File: src/hdl/hss_pkg.sv
// ----------------------------------------------------------------------------
// hss_pkg: shared types and constants of the heading source selector
// Field widths, register reset values, register indexes, heading source codes
// and the structs that pass between the selector and the top level.
// ----------------------------------------------------------------------------
`default_nettype none

package hss_pkg;

  localparam int unsigned SPEED_W = 14;
  localparam int unsigned HEAD_W  = 16;
  localparam int unsigned TIME_W  = 32;
  localparam int unsigned HOLD_W  = 16;
  localparam int unsigned IDX_W   = 3;
  localparam int unsigned DATA_W  = 16;
  localparam int unsigned QUO_W   = 14;
  localparam int unsigned PROD_W  = SPEED_W + QUO_W;
  localparam int unsigned CNT_W   = 4;

  localparam logic [SPEED_W-1:0]       PCT_FULL  = 14'd10000;
  localparam logic [HEAD_W:0]          FULL_TURN = 17'd36000;
  localparam logic signed [HEAD_W:0]   HALF_TURN = 17'sd18000;

  localparam logic [SPEED_W-1:0] MAX_SPEED_RST = 14'd300;
  localparam logic [SPEED_W-1:0] MIN_SPEED_RST = 14'd30;
  localparam logic [SPEED_W-1:0] ENTER_GPS_RST = 14'd60;
  localparam logic [SPEED_W-1:0] LEAVE_GPS_RST = 14'd40;
  localparam logic [HOLD_W-1:0]  BOAT_HOLD_RST = 16'd1000;

  typedef enum logic [IDX_W-1:0] {
    REG_MAX_SPEED = 3'd0,
    REG_MIN_SPEED = 3'd1,
    REG_ENTER_GPS = 3'd2,
    REG_LEAVE_GPS = 3'd3,
    REG_BOAT_HOLD = 3'd4
  } hss_reg_e;

  typedef enum logic [1:0] {
    SRC_NONE  = 2'd0,
    SRC_GPS   = 2'd1,
    SRC_BOAT  = 2'd2,
    SRC_MOTOR = 2'd3
  } hss_src_e;

  typedef struct packed {
    logic              trust;
    logic              usable;
    logic              course_ok;
    logic [HEAD_W-1:0] course;
    logic              motor_ok;
    logic [HEAD_W-1:0] motor;
    logic [HEAD_W-1:0] boat;
  } sel_in_t;

  typedef struct packed {
    logic [HEAD_W-1:0]        heading;
    logic                     ok;
    hss_src_e                 source;
    logic signed [HEAD_W-1:0] angle;
  } sel_out_t;

endpackage

`default_nettype wire

File: src/hdl/hss_if.sv
// ----------------------------------------------------------------------------
// hss_if: channel interfaces of the heading source selector
// Navigation update channel, result channel and register write channel, each
// with valid/ready and its payload.
// ----------------------------------------------------------------------------
`default_nettype none

interface hss_in_if;
  import hss_pkg::*;
  logic               valid;
  logic               ready;
  logic               speed_ok;
  logic [SPEED_W-1:0] ground_speed;
  logic               course_ok;
  logic [HEAD_W-1:0]  course_in;
  logic               motor_ok;
  logic [HEAD_W-1:0]  motor_heading;
  logic               boat_ok;
  logic [HEAD_W-1:0]  boat_heading;
  logic [TIME_W-1:0]  now_ms;

  modport source (output valid, speed_ok, ground_speed, course_ok, course_in, motor_ok,
                  motor_heading, boat_ok, boat_heading, now_ms, input ready);
  modport sink   (input valid, speed_ok, ground_speed, course_ok, course_in, motor_ok,
                  motor_heading, boat_ok, boat_heading, now_ms, output ready);
endinterface

interface hss_out_if;
  import hss_pkg::*;
  logic                     valid;
  logic                     ready;
  logic [SPEED_W-1:0]       speed_pct;
  logic [SPEED_W-1:0]       speed_out;
  logic [HEAD_W-1:0]        course_out;
  logic signed [HEAD_W-1:0] motor_angle;
  logic [HEAD_W-1:0]        heading_out;
  logic                     heading_ok;
  logic [1:0]               heading_source;
  logic                     boat_usable;

  modport source (output valid, speed_pct, speed_out, course_out, motor_angle, heading_out,
                  heading_ok, heading_source, boat_usable, input ready);
  modport sink   (input valid, speed_pct, speed_out, course_out, motor_angle, heading_out,
                  heading_ok, heading_source, boat_usable, output ready);
endinterface

interface hss_cfg_if;
  import hss_pkg::*;
  logic              valid;
  logic              ready;
  logic [IDX_W-1:0]  index;
  logic [DATA_W-1:0] data;

  modport source (output valid, index, data, input ready);
  modport sink   (input valid, index, data, output ready);
endinterface

`default_nettype wire

File: src/hdl/hss_div.sv
// ----------------------------------------------------------------------------
// hss_div: iterative restoring divider
// One compare/subtract unit produces one quotient bit per cycle. The upper
// half of the dividend must be below the divisor for the quotient to be exact.
// ----------------------------------------------------------------------------
`default_nettype none

module hss_div import hss_pkg::*; (
  input  wire logic               clk_i,
  input  wire logic               rst_ni,
  input  wire logic               start_i,
  input  wire logic [PROD_W-1:0]  dividend_i,
  input  wire logic [SPEED_W-1:0] divisor_i,
  output logic                    done_o,
  output logic [QUO_W-1:0]        quot_o
);

  logic [CNT_W-1:0]   cnt_q;
  logic               done_q;
  logic [SPEED_W-1:0] rem_q;
  logic [QUO_W-1:0]   low_q;
  logic [QUO_W-1:0]   quot_q;

  logic [SPEED_W:0]   trial;
  logic [SPEED_W:0]   diff;
  logic               fits;

  assign trial = {rem_q, low_q[QUO_W-1]};
  assign diff  = trial - {1'b0, divisor_i};
  assign fits  = (trial >= {1'b0, divisor_i});

  always_ff @(posedge clk_i or negedge rst_ni) begin
    if (!rst_ni) begin
      cnt_q  <= '0;
      done_q <= 1'b0;
    end else begin
      done_q <= 1'b0;
      if (start_i) begin
        cnt_q <= CNT_W'(QUO_W);
      end else if (cnt_q != '0) begin
        cnt_q <= cnt_q - 1'b1;
        if (cnt_q == CNT_W'(1)) begin
          done_q <= 1'b1;
        end
      end
    end
  end

  always_ff @(posedge clk_i) begin
    if (start_i) begin
      rem_q <= dividend_i[PROD_W-1:QUO_W];
      low_q <= dividend_i[QUO_W-1:0];
    end else if (cnt_q != '0) begin
      rem_q  <= fits ? diff[SPEED_W-1:0] : trial[SPEED_W-1:0];
      low_q  <= {low_q[QUO_W-2:0], 1'b0};
      quot_q <= {quot_q[QUO_W-2:0], fits};
    end
  end

  assign done_o = done_q;
  assign quot_o = quot_q;

endmodule

`default_nettype wire

File: src/hdl/hss_sel.sv
// ----------------------------------------------------------------------------
// hss_sel: heading selection and motor-to-boat angle
// Picks the heading by priority GPS course, boat, motor, none, and forms the
// motor minus boat angle wrapped into the half-open range of a half turn.
// ----------------------------------------------------------------------------
`default_nettype none

module hss_sel import hss_pkg::*; (
  input  wire sel_in_t sel_i,
  output sel_out_t     sel_o
);

  logic [HEAD_W-1:0]        motor_red;
  logic [HEAD_W-1:0]        boat_red;
  logic signed [HEAD_W:0]   diff;
  logic signed [HEAD_W:0]   wrapped;

  // headings are at most 65535, so one subtract reduces them into a full turn
  assign motor_red = ({1'b0, sel_i.motor} >= FULL_TURN) ?
                     HEAD_W'({1'b0, sel_i.motor} - FULL_TURN) : sel_i.motor;
  assign boat_red  = ({1'b0, sel_i.boat} >= FULL_TURN) ?
                     HEAD_W'({1'b0, sel_i.boat} - FULL_TURN) : sel_i.boat;

  assign diff = $signed({1'b0, motor_red}) - $signed({1'b0, boat_red});

  always_comb begin
    if (diff > HALF_TURN) begin
      wrapped = diff - $signed(FULL_TURN);
    end else if (diff <= -HALF_TURN) begin
      wrapped = diff + $signed(FULL_TURN);
    end else begin
      wrapped = diff;
    end
  end

  always_comb begin
    sel_o.angle   = (sel_i.motor_ok && sel_i.usable) ? wrapped[HEAD_W-1:0] : '0;
    sel_o.heading = '0;
    sel_o.ok      = 1'b1;
    sel_o.source  = SRC_NONE;
    if (sel_i.trust && sel_i.course_ok) begin
      sel_o.heading = sel_i.course;
      sel_o.source  = SRC_GPS;
    end else if (sel_i.usable) begin
      sel_o.heading = sel_i.boat;
      sel_o.source  = SRC_BOAT;
    end else if (sel_i.motor_ok) begin
      sel_o.heading = sel_i.motor;
      sel_o.source  = SRC_MOTOR;
    end else begin
      sel_o.ok = 1'b0;
    end
  end

endmodule

`default_nettype wire

File: src/hdl/heading_source_selector_top.sv
// ----------------------------------------------------------------------------
// heading_source_selector_top: heading source selector
// Per navigation update: GPS trust hysteresis, boat compass hold window,
// speed percentage through a serial divider, angle and heading selection.
// ----------------------------------------------------------------------------
// Usage:
//   in_i   one navigation update per transfer (GPS speed and course, motor and
//          boat compass headings with valid flags, millisecond time).
//   out_o  one result per update: speed percentage, masked speed and course,
//          motor angle, selected heading with its source, boat usability.
//   cfg_i  register writes by index; always ready, take effect the next cycle.
//          Write only while no update is in flight.
// Timing: the sequencer steps through multiply, divider start, divide and output;
//   the divider retires one quotient bit per cycle (14 bits). The next update is
//   accepted only once the result has been loaded into the output register.
// in_i.ready is high only while the sequencer is idle. A finished result waits
//   in the output register; the sequencer may take the next update meanwhile
//   and holds its own result until the receiver takes the pending one.
// Reset: registers return to their reset values, GPS trust clears and the last
//   boat valid time is zero, so the boat compass counts as usable until the
//   time first reaches the hold window.
// ----------------------------------------------------------------------------
`default_nettype none

module heading_source_selector_top import hss_pkg::*; (
  input  wire logic  clk_i,
  input  wire logic  rst_ni,
  hss_in_if.sink     in_i,
  hss_out_if.source  out_o,
  hss_cfg_if.sink    cfg_i
);

  typedef enum logic [2:0] {
    ST_IDLE,
    ST_MUL,
    ST_START,
    ST_DIV,
    ST_OUT
  } state_e;

  state_e state_q;

  logic [SPEED_W-1:0] max_q, min_q, enter_q, leave_q;
  logic [HOLD_W-1:0]  hold_q;
  logic               trust_q;
  logic [TIME_W-1:0]  last_q;

  // latched update
  logic [SPEED_W-1:0] speed_q;
  logic [HEAD_W-1:0]  course_q;
  logic               course_ok_q;
  logic               motor_ok_q;
  logic [HEAD_W-1:0]  motor_q;
  logic [HEAD_W-1:0]  boat_q;
  logic               usable_q;
  logic               pct_zero_q;
  logic               pct_sat_q;
  logic [PROD_W-1:0]  prod_q;

  // output register
  logic                     out_valid_q;
  logic [SPEED_W-1:0]       out_pct_q;
  logic [SPEED_W-1:0]       out_speed_q;
  logic [HEAD_W-1:0]        out_course_q;
  logic signed [HEAD_W-1:0] out_angle_q;
  logic [HEAD_W-1:0]        out_heading_q;
  logic                     out_ok_q;
  hss_src_e                 out_source_q;
  logic                     out_usable_q;

  logic               in_xfer;
  logic               out_free;
  logic               out_load;
  logic [SPEED_W-1:0] speed_d;
  logic               trust_d;
  logic [TIME_W-1:0]  elapsed;
  logic               usable_d;
  logic               div_start;
  logic               div_done;
  logic [QUO_W-1:0]   div_quot;
  logic [SPEED_W-1:0] pct;
  sel_in_t            sel_in;
  sel_out_t           sel_out;

  assign in_i.ready = (state_q == ST_IDLE);
  assign in_xfer    = in_i.valid && in_i.ready;
  assign out_free   = !out_valid_q || out_o.ready;
  assign out_load   = (state_q == ST_OUT) && out_free;
  assign cfg_i.ready = 1'b1;

  // register writes
  always_ff @(posedge clk_i or negedge rst_ni) begin
    if (!rst_ni) begin
      max_q   <= MAX_SPEED_RST;
      min_q   <= MIN_SPEED_RST;
      enter_q <= ENTER_GPS_RST;
      leave_q <= LEAVE_GPS_RST;
      hold_q  <= BOAT_HOLD_RST;
    end else if (cfg_i.valid) begin
      case (cfg_i.index)
        REG_MAX_SPEED: max_q   <= cfg_i.data[SPEED_W-1:0];
        REG_MIN_SPEED: min_q   <= cfg_i.data[SPEED_W-1:0];
        REG_ENTER_GPS: enter_q <= cfg_i.data[SPEED_W-1:0];
        REG_LEAVE_GPS: leave_q <= cfg_i.data[SPEED_W-1:0];
        REG_BOAT_HOLD: hold_q  <= cfg_i.data[HOLD_W-1:0];
        default: ;
      endcase
    end
  end

  assign speed_d  = in_i.speed_ok ? in_i.ground_speed : '0;
  assign elapsed  = in_i.now_ms - last_q;
  assign usable_d = in_i.boat_ok || (elapsed < TIME_W'(hold_q));

  always_comb begin
    trust_d = trust_q;
    if (!in_i.speed_ok) begin
      trust_d = 1'b0;
    end else if (!trust_q && (in_i.ground_speed >= enter_q)) begin
      trust_d = 1'b1;
    end else if (trust_q && (in_i.ground_speed <= leave_q)) begin
      trust_d = 1'b0;
    end
  end

  assign div_start = (state_q == ST_START);

  hss_div u_div (
    .clk_i      (clk_i),
    .rst_ni     (rst_ni),
    .start_i    (div_start),
    .dividend_i (prod_q),
    .divisor_i  (max_q),
    .done_o     (div_done),
    .quot_o     (div_quot)
  );

  assign sel_in = '{
    trust:     trust_q,
    usable:    usable_q,
    course_ok: course_ok_q,
    course:    course_q,
    motor_ok:  motor_ok_q,
    motor:     motor_q,
    boat:      boat_q
  };

  hss_sel u_sel (
    .sel_i (sel_in),
    .sel_o (sel_out)
  );

  // dead band gives zero, speed at or above maximum saturates (covers zero max)
  assign pct = pct_zero_q ? '0 : (pct_sat_q ? PCT_FULL : div_quot);

  always_ff @(posedge clk_i or negedge rst_ni) begin
    if (!rst_ni) begin
      state_q     <= ST_IDLE;
      trust_q     <= 1'b0;
      last_q      <= '0;
      out_valid_q <= 1'b0;
    end else begin
      if (out_load) begin
        out_valid_q <= 1'b1;
      end else if (out_valid_q && out_o.ready) begin
        out_valid_q <= 1'b0;
      end
      case (state_q)
        ST_IDLE: begin
          if (in_xfer) begin
            trust_q <= trust_d;
            if (in_i.boat_ok) begin
              last_q <= in_i.now_ms;
            end
            state_q <= ST_MUL;
          end
        end
        ST_MUL: begin
          state_q <= ST_START;
        end
        ST_START: begin
          state_q <= ST_DIV;
        end
        ST_DIV: begin
          if (div_done) begin
            state_q <= ST_OUT;
          end
        end
        ST_OUT: begin
          // hold the result until the output register is free
          if (out_free) begin
            state_q <= ST_IDLE;
          end
        end
        default: begin
          state_q <= ST_IDLE;
        end
      endcase
    end
  end

  // payload registers
  always_ff @(posedge clk_i) begin
    if (in_xfer) begin
      speed_q     <= speed_d;
      course_q    <= in_i.course_ok ? in_i.course_in : '0;
      course_ok_q <= in_i.course_ok;
      motor_ok_q  <= in_i.motor_ok;
      motor_q     <= in_i.motor_heading;
      boat_q      <= in_i.boat_heading;
      usable_q    <= usable_d;
      pct_zero_q  <= (speed_d < min_q) || (speed_d == '0);
      pct_sat_q   <= (speed_d >= max_q);
    end
    if (state_q == ST_MUL) begin
      prod_q <= PROD_W'(speed_q) * PROD_W'(PCT_FULL);
    end
    if (out_load) begin
      out_pct_q     <= pct;
      out_speed_q   <= speed_q;
      out_course_q  <= course_q;
      out_angle_q   <= sel_out.angle;
      out_heading_q <= sel_out.heading;
      out_ok_q      <= sel_out.ok;
      out_source_q  <= sel_out.source;
      out_usable_q  <= usable_q;
    end
  end

  assign out_o.valid          = out_valid_q;
  assign out_o.speed_pct      = out_pct_q;
  assign out_o.speed_out      = out_speed_q;
  assign out_o.course_out     = out_course_q;
  assign out_o.motor_angle    = out_angle_q;
  assign out_o.heading_out    = out_heading_q;
  assign out_o.heading_ok     = out_ok_q;
  assign out_o.heading_source = out_source_q;
  assign out_o.boat_usable    = out_usable_q;

endmodule

`default_nettype wire

File: src/flat_wrapper.sv
// flat-port wrapper written by rule: the top's interface ports become plain ports
module heading_source_selector_top_flat import hss_pkg::*;
  (clk_i, rst_ni, in_i_valid, in_i_speed_ok, in_i_ground_speed, in_i_course_ok, in_i_course_in, in_i_motor_ok, in_i_motor_heading, in_i_boat_ok, in_i_boat_heading, in_i_now_ms, in_i_ready, out_o_valid, out_o_speed_pct, out_o_speed_out, out_o_course_out, out_o_motor_angle, out_o_heading_out, out_o_heading_ok, out_o_heading_source, out_o_boat_usable, out_o_ready, cfg_i_valid, cfg_i_index, cfg_i_data, cfg_i_ready);
  hss_in_if in_i_i ();
  hss_out_if out_o_i ();
  hss_cfg_if cfg_i_i ();
  input  wire logic clk_i;
  input  wire logic rst_ni;
  input wire logic [$bits(in_i_i.valid)-1:0] in_i_valid;
  input wire logic [$bits(in_i_i.speed_ok)-1:0] in_i_speed_ok;
  input wire logic [$bits(in_i_i.ground_speed)-1:0] in_i_ground_speed;
  input wire logic [$bits(in_i_i.course_ok)-1:0] in_i_course_ok;
  input wire logic [$bits(in_i_i.course_in)-1:0] in_i_course_in;
  input wire logic [$bits(in_i_i.motor_ok)-1:0] in_i_motor_ok;
  input wire logic [$bits(in_i_i.motor_heading)-1:0] in_i_motor_heading;
  input wire logic [$bits(in_i_i.boat_ok)-1:0] in_i_boat_ok;
  input wire logic [$bits(in_i_i.boat_heading)-1:0] in_i_boat_heading;
  input wire logic [$bits(in_i_i.now_ms)-1:0] in_i_now_ms;
  output wire logic [$bits(in_i_i.ready)-1:0] in_i_ready;
  output wire logic [$bits(out_o_i.valid)-1:0] out_o_valid;
  output wire logic [$bits(out_o_i.speed_pct)-1:0] out_o_speed_pct;
  output wire logic [$bits(out_o_i.speed_out)-1:0] out_o_speed_out;
  output wire logic [$bits(out_o_i.course_out)-1:0] out_o_course_out;
  output wire logic [$bits(out_o_i.motor_angle)-1:0] out_o_motor_angle;
  output wire logic [$bits(out_o_i.heading_out)-1:0] out_o_heading_out;
  output wire logic [$bits(out_o_i.heading_ok)-1:0] out_o_heading_ok;
  output wire logic [$bits(out_o_i.heading_source)-1:0] out_o_heading_source;
  output wire logic [$bits(out_o_i.boat_usable)-1:0] out_o_boat_usable;
  input wire logic [$bits(out_o_i.ready)-1:0] out_o_ready;
  input wire logic [$bits(cfg_i_i.valid)-1:0] cfg_i_valid;
  input wire logic [$bits(cfg_i_i.index)-1:0] cfg_i_index;
  input wire logic [$bits(cfg_i_i.data)-1:0] cfg_i_data;
  output wire logic [$bits(cfg_i_i.ready)-1:0] cfg_i_ready;
  assign in_i_i.valid = in_i_valid;
  assign in_i_i.speed_ok = in_i_speed_ok;
  assign in_i_i.ground_speed = in_i_ground_speed;
  assign in_i_i.course_ok = in_i_course_ok;
  assign in_i_i.course_in = in_i_course_in;
  assign in_i_i.motor_ok = in_i_motor_ok;
  assign in_i_i.motor_heading = in_i_motor_heading;
  assign in_i_i.boat_ok = in_i_boat_ok;
  assign in_i_i.boat_heading = in_i_boat_heading;
  assign in_i_i.now_ms = in_i_now_ms;
  assign in_i_ready = in_i_i.ready;
  assign out_o_valid = out_o_i.valid;
  assign out_o_speed_pct = out_o_i.speed_pct;
  assign out_o_speed_out = out_o_i.speed_out;
  assign out_o_course_out = out_o_i.course_out;
  assign out_o_motor_angle = out_o_i.motor_angle;
  assign out_o_heading_out = out_o_i.heading_out;
  assign out_o_heading_ok = out_o_i.heading_ok;
  assign out_o_heading_source = out_o_i.heading_source;
  assign out_o_boat_usable = out_o_i.boat_usable;
  assign out_o_i.ready = out_o_ready;
  assign cfg_i_i.valid = cfg_i_valid;
  assign cfg_i_i.index = cfg_i_index;
  assign cfg_i_i.data = cfg_i_data;
  assign cfg_i_ready = cfg_i_i.ready;
  heading_source_selector_top u_core (.clk_i(clk_i), .rst_ni(rst_ni), .in_i(in_i_i), .out_o(out_o_i), .cfg_i(cfg_i_i));
endmodule
File: config.mk
export PLATFORM = sky130hd
export DESIGN_NAME = heading_source_selector_top_flat
export DESIGN_NICKNAME = d
export VERILOG_FILES = /design/src/hdl/hss_pkg.sv /design/src/hdl/hss_if.sv /design/src/hdl/hss_div.sv /design/src/hdl/hss_sel.sv /design/src/hdl/heading_source_selector_top.sv /design/src/flat_wrapper.sv
export SDC_FILE = /design/constraint.sdc
export NUM_CORES = 1
export LEC_CHECK = 0
export BUFFER_PORTS_ARGS = -buffer_cell sky130_fd_sc_hd__buf_4
export CAP_MARGIN = 20
export CORE_MARGIN = 5
export CORE_UTILIZATION = 45
export DETAILED_ROUTE_END_ITERATION = 10
export GPL_TIMING_DRIVEN = 0
export PLACE_DENSITY = 0.65
export SYNTH_ARGS = -nofsm -noshare
export SYNTH_HDL_FRONTEND = slang
export SYNTH_HIERARCHICAL = 1
export SYNTH_SLANG_ARGS = --single-unit
File: constraint.sdc
create_clock -name clk_i -period 9.5 [get_ports clk_i]
set_clock_uncertainty 0.2 [all_clocks]
set_input_delay 0.475 -clock clk_i [delete_from_list [all_inputs] [get_ports clk_i]]
set_output_delay 0.475 -clock clk_i [all_outputs]
set_load 0.03 [all_outputs]
Word level (Yosys, flattened, before mapping)
Cells that the tools add are included.
{"block": "op_classes", "n_addsub": 8, "n_mul": 1, "magnitude_cmp": 10, "eq_ne": 13, "mux": 31, "bitwise": 1, "reduce_logical": 29}
{"op": "$mux W16", "n": 7}
{"op": "$mux W14", "n": 7}
{"op": "$sub A16 B16 Y16 const B", "n": 3}
{"op": "$ge A16 B16 Y1 const B", "n": 2}
{"op": "$lt A32 B16 Y1", "n": 1}
{"op": "$sub A32 B32 Y32", "n": 1}
{"op": "$ge A14 B14 Y1", "n": 2}
{"op": "$mul A14 B10 Y24 const B", "n": 1}
{"op": "$gt A17 B16 Y1 const B", "n": 1}
{"op": "$le A17 B16 Y1 const B", "n": 1}
{"op": "$sub A16 B16 Y17", "n": 1}
{"op": "$add A16 B16 Y16 const B", "n": 1}
{"op": "$ge A15 B14 Y1", "n": 1}
{"op": "$pmux W3 S5", "n": 1}
{"op": "$le A14 B14 Y1", "n": 1}
{"op": "$logic_not A14 Y1", "n": 1}
{"op": "$lt A14 B14 Y1", "n": 1}
{"op": "$sub A14 B14 Y14", "n": 1}
{"op": "$eq A3 B2 Y1 const B", "n": 4}
{"op": "$reduce_and A2 Y1", "n": 6}
{"op": "$mux W1", "n": 9}
{"op": "$mux W3", "n": 3}
{"op": "$reduce_and A3 Y1", "n": 3}
{"op": "$mux W4", "n": 2}
{"op": "16 further kinds", "n": 32}
{"block": "word_totals", "register_bits": 326, "in_bits": 122, "wordCells": 127}

Logic depth before layout (Yosys ltp)
Gate-level depths: netlist of run 1.
{"block": "logic_depth", "ltp_word": 6, "depth_mapped": 21}

Modules after synthesis
The synthesis of run 1 kept the hierarchy.
{"mod": "heading_source_selector_top", "n_inst": 1, "cells_each": 1339, "area_each_um2": 15427.3, "seq_area_each_um2": 7887.6}
{"mod": "hss_div", "n_inst": 1, "cells_each": 227, "area_each_um2": 2700.1, "seq_area_each_um2": 1386.3}
{"mod": "hss_sel", "n_inst": 1, "cells_each": 384, "area_each_um2": 2582.5, "seq_area_each_um2": 0.0}

Worst setup path before layout of run 1
OpenSTA, ideal clock, no wires.
{"block": "synth_timing", "path_type": "register -> register", "startpoint": "register u_core.state_q[2]", "endpoint": "register u_core.last_q[10]", "arrival_time_ps": 4818, "setup_slack_ps": 4358, "path_stages_with_launch": 6, "synth_period_minus_slack_ps": 5142, "cell_sequence": "dfrtp_1 nor3_1 and2_0 nand2_1 clkbuf_1 mux2_2"}
{"block": "synth_via", "elab_chain_len": 3}
{"element": "from (decl)", "line": "heading_source_selector_top.sv:41", "source": "state_e state_q;"}
{"element": "from (signal assigned)", "line": "heading_source_selector_top.sv:158", "source": "state_q <= ST_IDLE;"}
{"element": "from (signal assigned)", "line": "heading_source_selector_top.sv:175", "source": "state_q <= ST_MUL;"}
{"element": "from (signal assigned)", "line": "heading_source_selector_top.sv:179", "source": "state_q <= ST_START;"}
{"element": "$logic_not A3 Y1", "line": "heading_source_selector_top.sv:85", "source": "assign in_i.ready = (state_q == ST_IDLE);"}
{"element": "named net in_i_ready", "line": "flat_wrapper.sv:19", "source": "output wire logic [$bits(in_i_i.ready)-1:0] in_i_ready;"}
{"element": "$logic_and A1 B1 Y1", "line": "heading_source_selector_top.sv:86", "source": "assign in_xfer = in_i.valid && in_i.ready;"}
{"element": "named net u_core.in_xfer", "line": "heading_source_selector_top.sv:71", "source": "logic in_xfer;"}
{"element": "$reduce_and A3 Y1 (no line)"}
{"element": "to (signal assigned)", "line": "heading_source_selector_top.sv:173", "source": "last_q <= in_i.now_ms;"}
{"element": "to (decl)", "line": "heading_source_selector_top.sv:46", "source": "logic [TIME_W-1:0] last_q;"}
The timed path passes the listed nets, and every way through them passes these cells.
A chain may end at the register's enable or synchronous reset.

Final worst setup path of run 1
{"block": "layout_timing", "startpoint": "register u_core.motor_q[5]", "endpoint": "register u_core.out_angle_q[13], in the netlist u_core/out_o.motor_angle[13], data pin"}
{"block": "layout_via", "elab_chain_len": 6, "elab_cells_between_ends": 10}
{"element": "from (decl)", "line": "heading_source_selector_top.sv:53", "source": "logic [HEAD_W-1:0] motor_q;"}
{"element": "from (signal assigned)", "line": "heading_source_selector_top.sv:209", "source": "motor_q <= in_i.motor_heading;"}
{"element": "$sub A16 B16 Y16 or $ge A16 B16 Y1 (tied branches)", "line": "hss_sel.sv:20, hss_sel.sv:19"}
{"element": "$mux W16 *", "line": "hss_sel.sv:19", "source": "assign motor_red = ({1'b0, sel_i.motor} >= FULL_TURN) ?"}
{"element": "$sub A16 B16 Y17 *", "line": "hss_sel.sv:24", "source": "assign diff = $signed({1'b0, motor_red}) - $signed({1'b0, boat_red});"}
{"element": "$add A16 B16 Y16 or $le A17 B16 Y1 (tied branches)", "line": "hss_sel.sv:30, hss_sel.sv:29"}
{"element": "$mux W16", "line": "hss_sel.sv:29", "source": "end else if (diff <= -HALF_TURN) begin"}
{"element": "$mux W16 *", "line": "hss_sel.sv:27", "source": "if (diff > HALF_TURN) begin"}
{"element": "to (signal assigned)", "line": "heading_source_selector_top.sv:222", "source": "out_angle_q <= sel_out.angle;"}
{"element": "to (decl)", "line": "heading_source_selector_top.sv:65", "source": "logic signed [HEAD_W-1:0] out_angle_q;"}
Every way passes the cells marked *; elsewhere a longest branch is shown, timed or not.

==> results.sh, run 1 <==
export IMPL_grt_pass1_wl_mm=84.5
export IMPL_setup_tns_final_ns=0
export IMPL_status="completed"
export IMPL_powerDensity_nw_per_um2=225
export IMPL_fp_dieH_um=225
export IMPL_max_stage_delay_ns=0.73
export IMPL_cts_made_buffers=39
export IMPL_pin_count=205
export IMPL_arrival_ns=5.63
export IMPL_areaGrowthSynthToFinish_pct=22.2
export IMPL_mostFrequentLayoutCells="240 x inv_1, 213 x edfxtp_1, 206 x buf_4, 204 x ha_1, 169 x nand2_1"
export IMPL_globalRoute_totalOverflow=0
export IMPL_synth_area_leaders="edfxtp_1 31%, ha_1 12%, dfrtp_1 11%"
export IMPL_finalCritPeriodShare_pct=57.3
export IMPL_syn_area_sq_um=20700
export IMPL_cts_tree="built"
export IMPL_ys_async_sr_fraction_pct=34.9
export IMPL_clkLatencyLatePin_ns=0.55
export IMPL_worst_slew_pin_slew_ns=0.992
export IMPL_io_buffers=203
export IMPL_num_rows=78
export IMPL_cts_sinks=327
export IMPL_hold_path_class="in2reg"
export IMPL_via_count=15800
export IMPL_nNetsFinal=2648
export IMPL_synth_top_area_share_pct=30.9
export IMPL_ys_types=91
export IMPL_clock_path_buffers=3
export IMPL_grt_total_usage_pct=20.8
export IMPL_final_common_cell="inv_1"
export IMPL_slew_headroom_pct=33.8
export IMPL_gp_congestion=0.879
export IMPL_fillerInstances=4021
export IMPL_cpMaxStageDelayCell="o41ai_2"
export IMPL_rsz0062_at_grt="false"
export IMPL_root_buffer="clkbuf_16"
export IMPL_cts_resized=0
export IMPL_required_ns=9.69
export IMPL_worstSetupPathType="reg2reg"
export IMPL_path_cells="o21ai_0, a21oi_1, o41ai_2, a21oi_1, xor2_1, ha_1, a211oi_1, o21bai_1, nor4_1, o21bai_1, a211o_1, o221a_4, buf_6, a32oi_2, mux2i_1"
export IMPL_hold_viol=0
export IMPL_ir_drop_uv=193
export IMPL_crit_path_start_kind="flop"
export IMPL_drtIter0Drc=1100
export IMPL_fp_coreArea_sq_um=45500
export IMPL_crit_fanout=10
export IMPL_seq_area_frac_synth_pct=44.8
export IMPL_drt_total_wl_mm=53.6
export IMPL_synth_cells=1950
export IMPL_antenna_found_initial=1
export IMPL_ant_nets=0
export IMPL_vias_per_cell=5.40
export IMPL_synth_edf_count=213
export IMPL_finalSetupViolations=0
export IMPL_die_width_um=225
export IMPL_layout_drive_gt1_share_pct=17.9
export IMPL_power_leakage_nw=11.1
export IMPL_final_core_util_pct=55.6
export IMPL_cts_htree_levels=2
export IMPL_crit_path_end_kind="flop"
export IMPL_drc=0
export IMPL_grt_max_degree=73
export IMPL_clkTransAtPathRegs_ns=0.06
export IMPL_die_area_sq_um=50400
export IMPL_firstDrtPassIters=5
export IMPL_synth_top_area_cell="edfxtp_1"
export IMPL_hpwl_mm=40.6
export IMPL_ys_warn_count=6
export IMPL_clock_fmax_ghz=0.184
export IMPL_start_util_pct=45.5
export IMPL_syn_avg_cell_area_sq_um=10.6
export IMPL_fin_crit_ns=5.44
export IMPL_finalMaxSlewViolations=0
export IMPL_synth_seq_cells=327
export IMPL_maxCapViolCount=0
export IMPL_grt_pass1_vias=15800
export IMPL_wire_per_inst_um=18.3
export IMPL_yosys_most_used_dff="edfxtp_1"
-- layout make-up --
type	instances	area, sq um	area share [%]
clock inverter	20	213	0.841
clock buffer	51	1080	4.28
timing repair buffer	296	2510	9.94
tap	600	751	2.97
sequential	327	9270	36.7
buffer	54	270	1.07
antenna	2	5.00	0.0198
inverter	240	901	3.56
multi-input combinational	1332	10300	40.7
-- through the flow --
stage                     hold WS, ns  setup WS [ns]  instance area, sq um  power, W  cells
after CTS                    0.000813           4.09                 25300   0.00573   2920
after detailed placement        0.223           4.12                 23100   0.00418   2762
after floorplan               -0.0206           4.36                 20700   0.00363   1953
final                          0.0294           4.06                 25300   0.00570   2922
after global placement          0.228           2.87                 23000   0.00411   2756
after global routing           0.0177           3.61                 25300   0.00610   2921
-- critical path, delay by kind of cell (launching register included) --
kind,cells,cell delay (ns)
multiplexers,1,0.22
flip-flops,1,0.50
adder cells (fa/ha/maj),1,0.41
AND/OR/NAND/NOR,1,0.68
AO/OA/AOI/OAI,10,2.91
XOR/XNOR,1,0.20
buffers and inverters,1,0.15
-- cells by family after synthesis --
group	share of synthesized area (%)
AND/OR/NAND/NOR	11.4
AO/OA/AOI/OAI	15.4
flip-flops	44.8
buffers and inverters	5.65
adder cells (fa/ha/maj)	15.4
multiplexers	4.30
XOR/XNOR	2.92
other	0.0363
-- registers in the layout, indices dropped and copies added, names as in the netlist, 3 cells and up --
name,flops
u_core/last_q,32
u_core/prod_q,24
u_core/boat_q,16
u_core/course_q,16
u_core/hold_q,16
u_core/motor_q,16
u_core/out_o.course_out,16
u_core/out_o.heading_out,16
u_core/out_o.motor_angle,16
u_core/enter_q,14
u_core/leave_q,14
u_core/max_q,14
u_core/min_q,14
u_core/out_o.speed_out,14
u_core/out_o.speed_pct,14
u_core/speed_q,14
u_core/u_div/low_q,14
u_core/u_div/quot_o,14
u_core/u_div/rem_q,14
u_core/u_div/cnt_q,4
u_core/state_q,3
-- layer usage --
layer | vias up | share of wire, % | GRT usage (%)
li1 | 7658 | - | -
met1 | 7563 | 44 | 28.2
met2 | 461 | 48 | 34.5
met3 | 84 | 6.0 | 3.67
met4 | 0 | 2.4 | 5.97
met5 | - | 0 | 0
-- cells in the mapped netlist (7+ instances only) --
master	n
inv_1	240
edfxtp_1	213
ha_1	204
nand2_1	169
o21ai_0	110
dfrtp_1	94
nor2_1	90
a21oi_1	87
mux2_2	64
a21o_1	53
and2_1	45
xnor2_1	38
clkbuf_1	35
fa_1	32
xor2_1	31
nand3_1	30
nand2b_1	26
dfstp_2	20
nor3_1	20
nand4_1	18
o21a_1	18
mux2i_1	17
nor2b_1	17
a211oi_1	16
a22oi_1	16
and3_1	12
o21ai_1	12
nand3b_1	11
or3_1	11
o31a_1	10
buf_2	9
nor4_1	9
o21bai_1	9
or2_2	9
a211o_1	8
nor3b_1	8
o211ai_1	8
a2111oi_0	7
-- repair_timing --
| action | CTS | global route |
|---|---|---|
| setup buffers | 0 | 0 |
| endpoints found under the hold margin | 140 | 0 |
| hold buffers | 87 | 0 |
-- report_power, final --
| group | internal [W] | total, W | leakage (nW) | switching (W) |
|---|---|---|---|---|
| logic | 0.000972 | 0.00219 | 7.10 | 0.00122 |
| clock network | 0.000892 | 0.00150 | 0.627 | 0.000606 |
| registers | 0.00188 | 0.00201 | 3.38 | 0.000136 |
| total | 0.00374 | 0.00570 | 11.1 | 0.00196 |
-- final timing paths --
| path | from | end | slack (ns) | depth (start not counted) |
|---|---|---|---|---|
| setup / recovery | u_core/motor_q[5] | u_core/out_o.motor_angle[13] | 4.06 | 15 |
| hold / removal | in_i_course_in[15] | u_core/course_q[15] | 0.03 | 2 |
| setup reg to reg | u_core/motor_q[5] | u_core/out_o.motor_angle[13] | 4.06 | 15 |
| hold reg to reg | u_core/u_div/quot_o[12] | u_core/u_div/quot_o[13] | 0.25 | 0 |
| max in group asynchronous | rst_ni | u_core/max_q[3] | 8.12 | 3 |
| min in group asynchronous | rst_ni | u_core/last_q[27] | 0.22 | 2 |
Note: power is estimated with default switching activity, not from simulation.
==> run 2: changes to the inputs <==
--- a/config.mk
+++ b/config.mk
@@ -11,7 +11,7 @@
 export CORE_UTILIZATION = 45
 export DETAILED_ROUTE_END_ITERATION = 10
 export GPL_TIMING_DRIVEN = 0
-export PLACE_DENSITY = 0.65
+export PLACE_DENSITY = 0.68
 export SYNTH_ARGS = -nofsm -noshare
 export SYNTH_HDL_FRONTEND = slang
 export SYNTH_HIERARCHICAL = 1
==> constraint.sdc (replaced) <==
create_clock -name clk_i -period 4.5 [get_ports clk_i]
set_clock_uncertainty 0.2 [all_clocks]
set_input_delay 0.225 -clock clk_i [delete_from_list [all_inputs] [get_ports clk_i]]
set_output_delay 0.225 -clock clk_i [all_outputs]
set_load 0.03 [all_outputs]
==> run 2 against run 1 <==
  * The flow now finishes with violations (setup timing)
  * Largest cell class unchanged
  * Via count increased by 4.9%
  * Largest power group unchanged
  * Sequential power increased by 110%
  * Critical path depth increased by 4
  * First-iteration DRC count increased by 14%
  * Power increased by 110%
  * Highest routed layer unchanged
==> results.sh, run 2 (synthesized netlist as in run 1, its figures left out) <==
export IMPL_status="finished with violations"
export IMPL_violations="setup timing"
export IMPL_switching_share_pct=34.8
export IMPL_finalSetupViolations=15
export IMPL_arrival_ns=4.78
export IMPL_clkTransAtPathRegs_ns=0.06
export IMPL_fin_ws_ns=-0.188
export IMPL_globalRoute_totalOverflow=0
export IMPL_seqPwrFrac_pct=35.2
export IMPL_num_rows=78
export IMPL_antenna_found_initial=0
export IMPL_worst_slew_pin_slew_ns=1.02
export IMPL_endpoint="u_core/prod_q[27]"
export IMPL_drt_total_wl_mm=56.1
export IMPL_startpoint="u_core/speed_q[5]"
export IMPL_fillerInstances=3694
export IMPL_crit_path_end_kind="flop"
export IMPL_cts_sinks=327
export IMPL_fp_dieH_um=225
export IMPL_reg2reg_from="u_core/speed_q[5]"
export IMPL_place_area_sq_um=23200
export IMPL_clkLatencyLatePin_ns=0.54
export IMPL_cts_tree="built"
export IMPL_gp_congestion=0.888
export IMPL_top_regs="u_core/last_q x32, u_core/prod_q x24"
export IMPL_root_buffer="clkbuf_16"
export IMPL_ir_drop_uv=336
export IMPL_worstSetupPathType="reg2reg"
export IMPL_grt_total_usage_pct=21.5
export IMPL_cts_htree_levels=2
export IMPL_finalMaxSlewViolations=0
export IMPL_crit_fanout=4
export IMPL_p_int_w=0.00789
export IMPL_vias_per_cell=5.46
export IMPL_maxCapViolCount=0
export IMPL_grt_pass1_wl_mm=88.0
export IMPL_multiInputGateArea_sq_um=11000
export IMPL_grt_max_degree=97
export IMPL_cts_made_buffers=37
export IMPL_mostFrequentLayoutCells="271 x buf_4, 221 x inv_1, 213 x edfxtp_1, 180 x ha_1, 168 x nand2_1"
export IMPL_power_w=0.0121
export IMPL_areaGrowthSynthToFinish_pct=30.0
export IMPL_power_frac_comb_pct=40.8
export IMPL_hold_viol=0
export IMPL_hold_path_class="in2async"
export IMPL_drc=0
export IMPL_crit_path_start_kind="flop"
export IMPL_required_ns=4.59
export IMPL_worstRegToRegCells=19
export IMPL_finalCritPeriodShare_pct=104
export IMPL_drtIter0Drc=1255
export IMPL_cpMaxStageDelayCell="fa_1"
export IMPL_regArea_sq_um=9270
export IMPL_via_count=16500
export IMPL_power_leakage_nw=11.7
export IMPL_wire_per_inst_um=18.5
export IMPL_timing_rr_end="u_core/prod_q[27]"
export IMPL_pin_count=205
export IMPL_clock_fmax_ghz=0.213
export IMPL_hpwl_mm=40.5
export IMPL_final_area_sq_um=26900
export IMPL_powerDensity_nw_per_um2=450
export IMPL_p_sw_w=0.00422
export IMPL_fin_crit_ns=4.69
export IMPL_rsz0062_at_grt="true"
export IMPL_die_width_um=225
export IMPL_path_cells="inv_2, buf_6, fa_1, inv_1, ha_1, inv_1, fa_1, inv_2, ha_4, inv_2, fa_1, inv_2, ha_4, a2111oi_4, o31a_1, o21ai_2, a31o_1, a21oi_2, xnor2_1"
export IMPL_slew_headroom_pct=31.7
export IMPL_clkPwrFrac_pct=24.0
export IMPL_fp_coreArea_sq_um=45500
export IMPL_nNetsFinal=2760
export IMPL_io_buffers=203
export IMPL_die_area_sq_um=50400
export IMPL_grt_pass1_vias=16600
export IMPL_firstDrtPassIters=5
export IMPL_r2r_setup_slack_ns=-0.19
export IMPL_crit_top_cell="inv_2"
export IMPL_regMostFlops="u_core/last_q"
export IMPL_largest_reg_flops=32
export IMPL_start_util_pct=45.5
export IMPL_layout_drive_gt1_share_pct=24.6
export IMPL_ant_nets=0
export IMPL_final_common_cell="buf_4"
export IMPL_clock_path_buffers=3
export IMPL_max_stage_delay_ns=0.54
run 2: changes by cell type in the layout (fill, tap and decap cells not counted), sizes merged:
cell and change:
clkbuf -3, dlygate4sd3 +37, inv +1, buf +76, diode -1, bufinv -1
run 2: per-layer routing:
metal | vias up | part of all wire [%] | track usage (%)
li1 | 7888 | - | -
met3 | 108 | 5.4 | 2.86
met1 | 8028 | 43 | 29.0
met4 | 0 | 3.1 | 7.44
met5 | - | 0 | 0
met2 | 512 | 49 | 35.9
run 2: timing repair:
item,4_1_cts,5_1_grt
gates resized for setup,58,101
setup buffers,44,33
pin swaps,29,81
setup endpoints to repair,23,22
hold buffers,124,0
gates cloned,2,2
endpoints found under the hold margin,264,0
run 2: worst max-delay path, delay by kind of cell (launching register included):
family,cells,cell delay [ns]
AOI/OAI and AO/OA,5,1.10
xor gates and xnor gates,1,0.08
buffers and inverters,7,0.51
adders and majority gates,6,2.05
DFF,1,0.47
run 2: area by class of cell:
class                           instances  area share [%]
Clock buffer                           47            3.70
Sequential cell                       327            34.5
Buffer                                 52            1.06
Tap cell                              600            2.79
Antenna cell                            1         0.00930
Multi-Input combinational cell       1332            40.9
Timing Repair Buffer                  412            13.1
Clock inverter                         20           0.586
Inverter                              240            3.37
run 2: how the worst min path moves through the flow:
stage                                   end  cells past startpoint  slack [ns]            startpoint
final                     u_core/last_q[13]                      3        0.07                rst_ni
after global routing      u_core/speed_q[2]                      2        0.03  in_i_ground_speed[2]
after CTS                 u_core/speed_q[2]                      2        0.01  in_i_ground_speed[2]
after detailed placement  u_core/last_q[26]                      1       -0.12                rst_ni
after global placement     u_core/boat_q[9]                      1        0.20  in_i_boat_heading[9]
after floorplan           u_core/enter_q[0]                      0       -0.27                rst_ni
run 2: power by group through the flow:
stage | logic (W) | clock network (W) | registers [W]
after CTS | 0.00475 | 0.00298 | 0.00425
after detailed placement | 0.00455 | 0 | 0.00430
after global placement | 0.00439 | 0 | 0.00429
after global routing | 0.00553 | 0.00311 | 0.00432
after floorplan | 0.00349 | 0 | 0.00419
final | 0.00494 | 0.00290 | 0.00426
run 2: per-stage QoR:
step	setup TNS (ns)	hold slack, ns	setup WS [ns]	cells	utilization [%]
floorplan	0	-0.271	0.0113	1953	-
global placement	-27.77	0.205	-0.747	2756	50.7
detailed placement	-8.22	-0.118	-0.623	2762	51.0
CTS	-1.54	0.0127	-0.190	2998	57.5
global route	-3.98	0.0300	-0.344	3030	59.2
finish	-1.55	0.0726	-0.188	3031	59.2
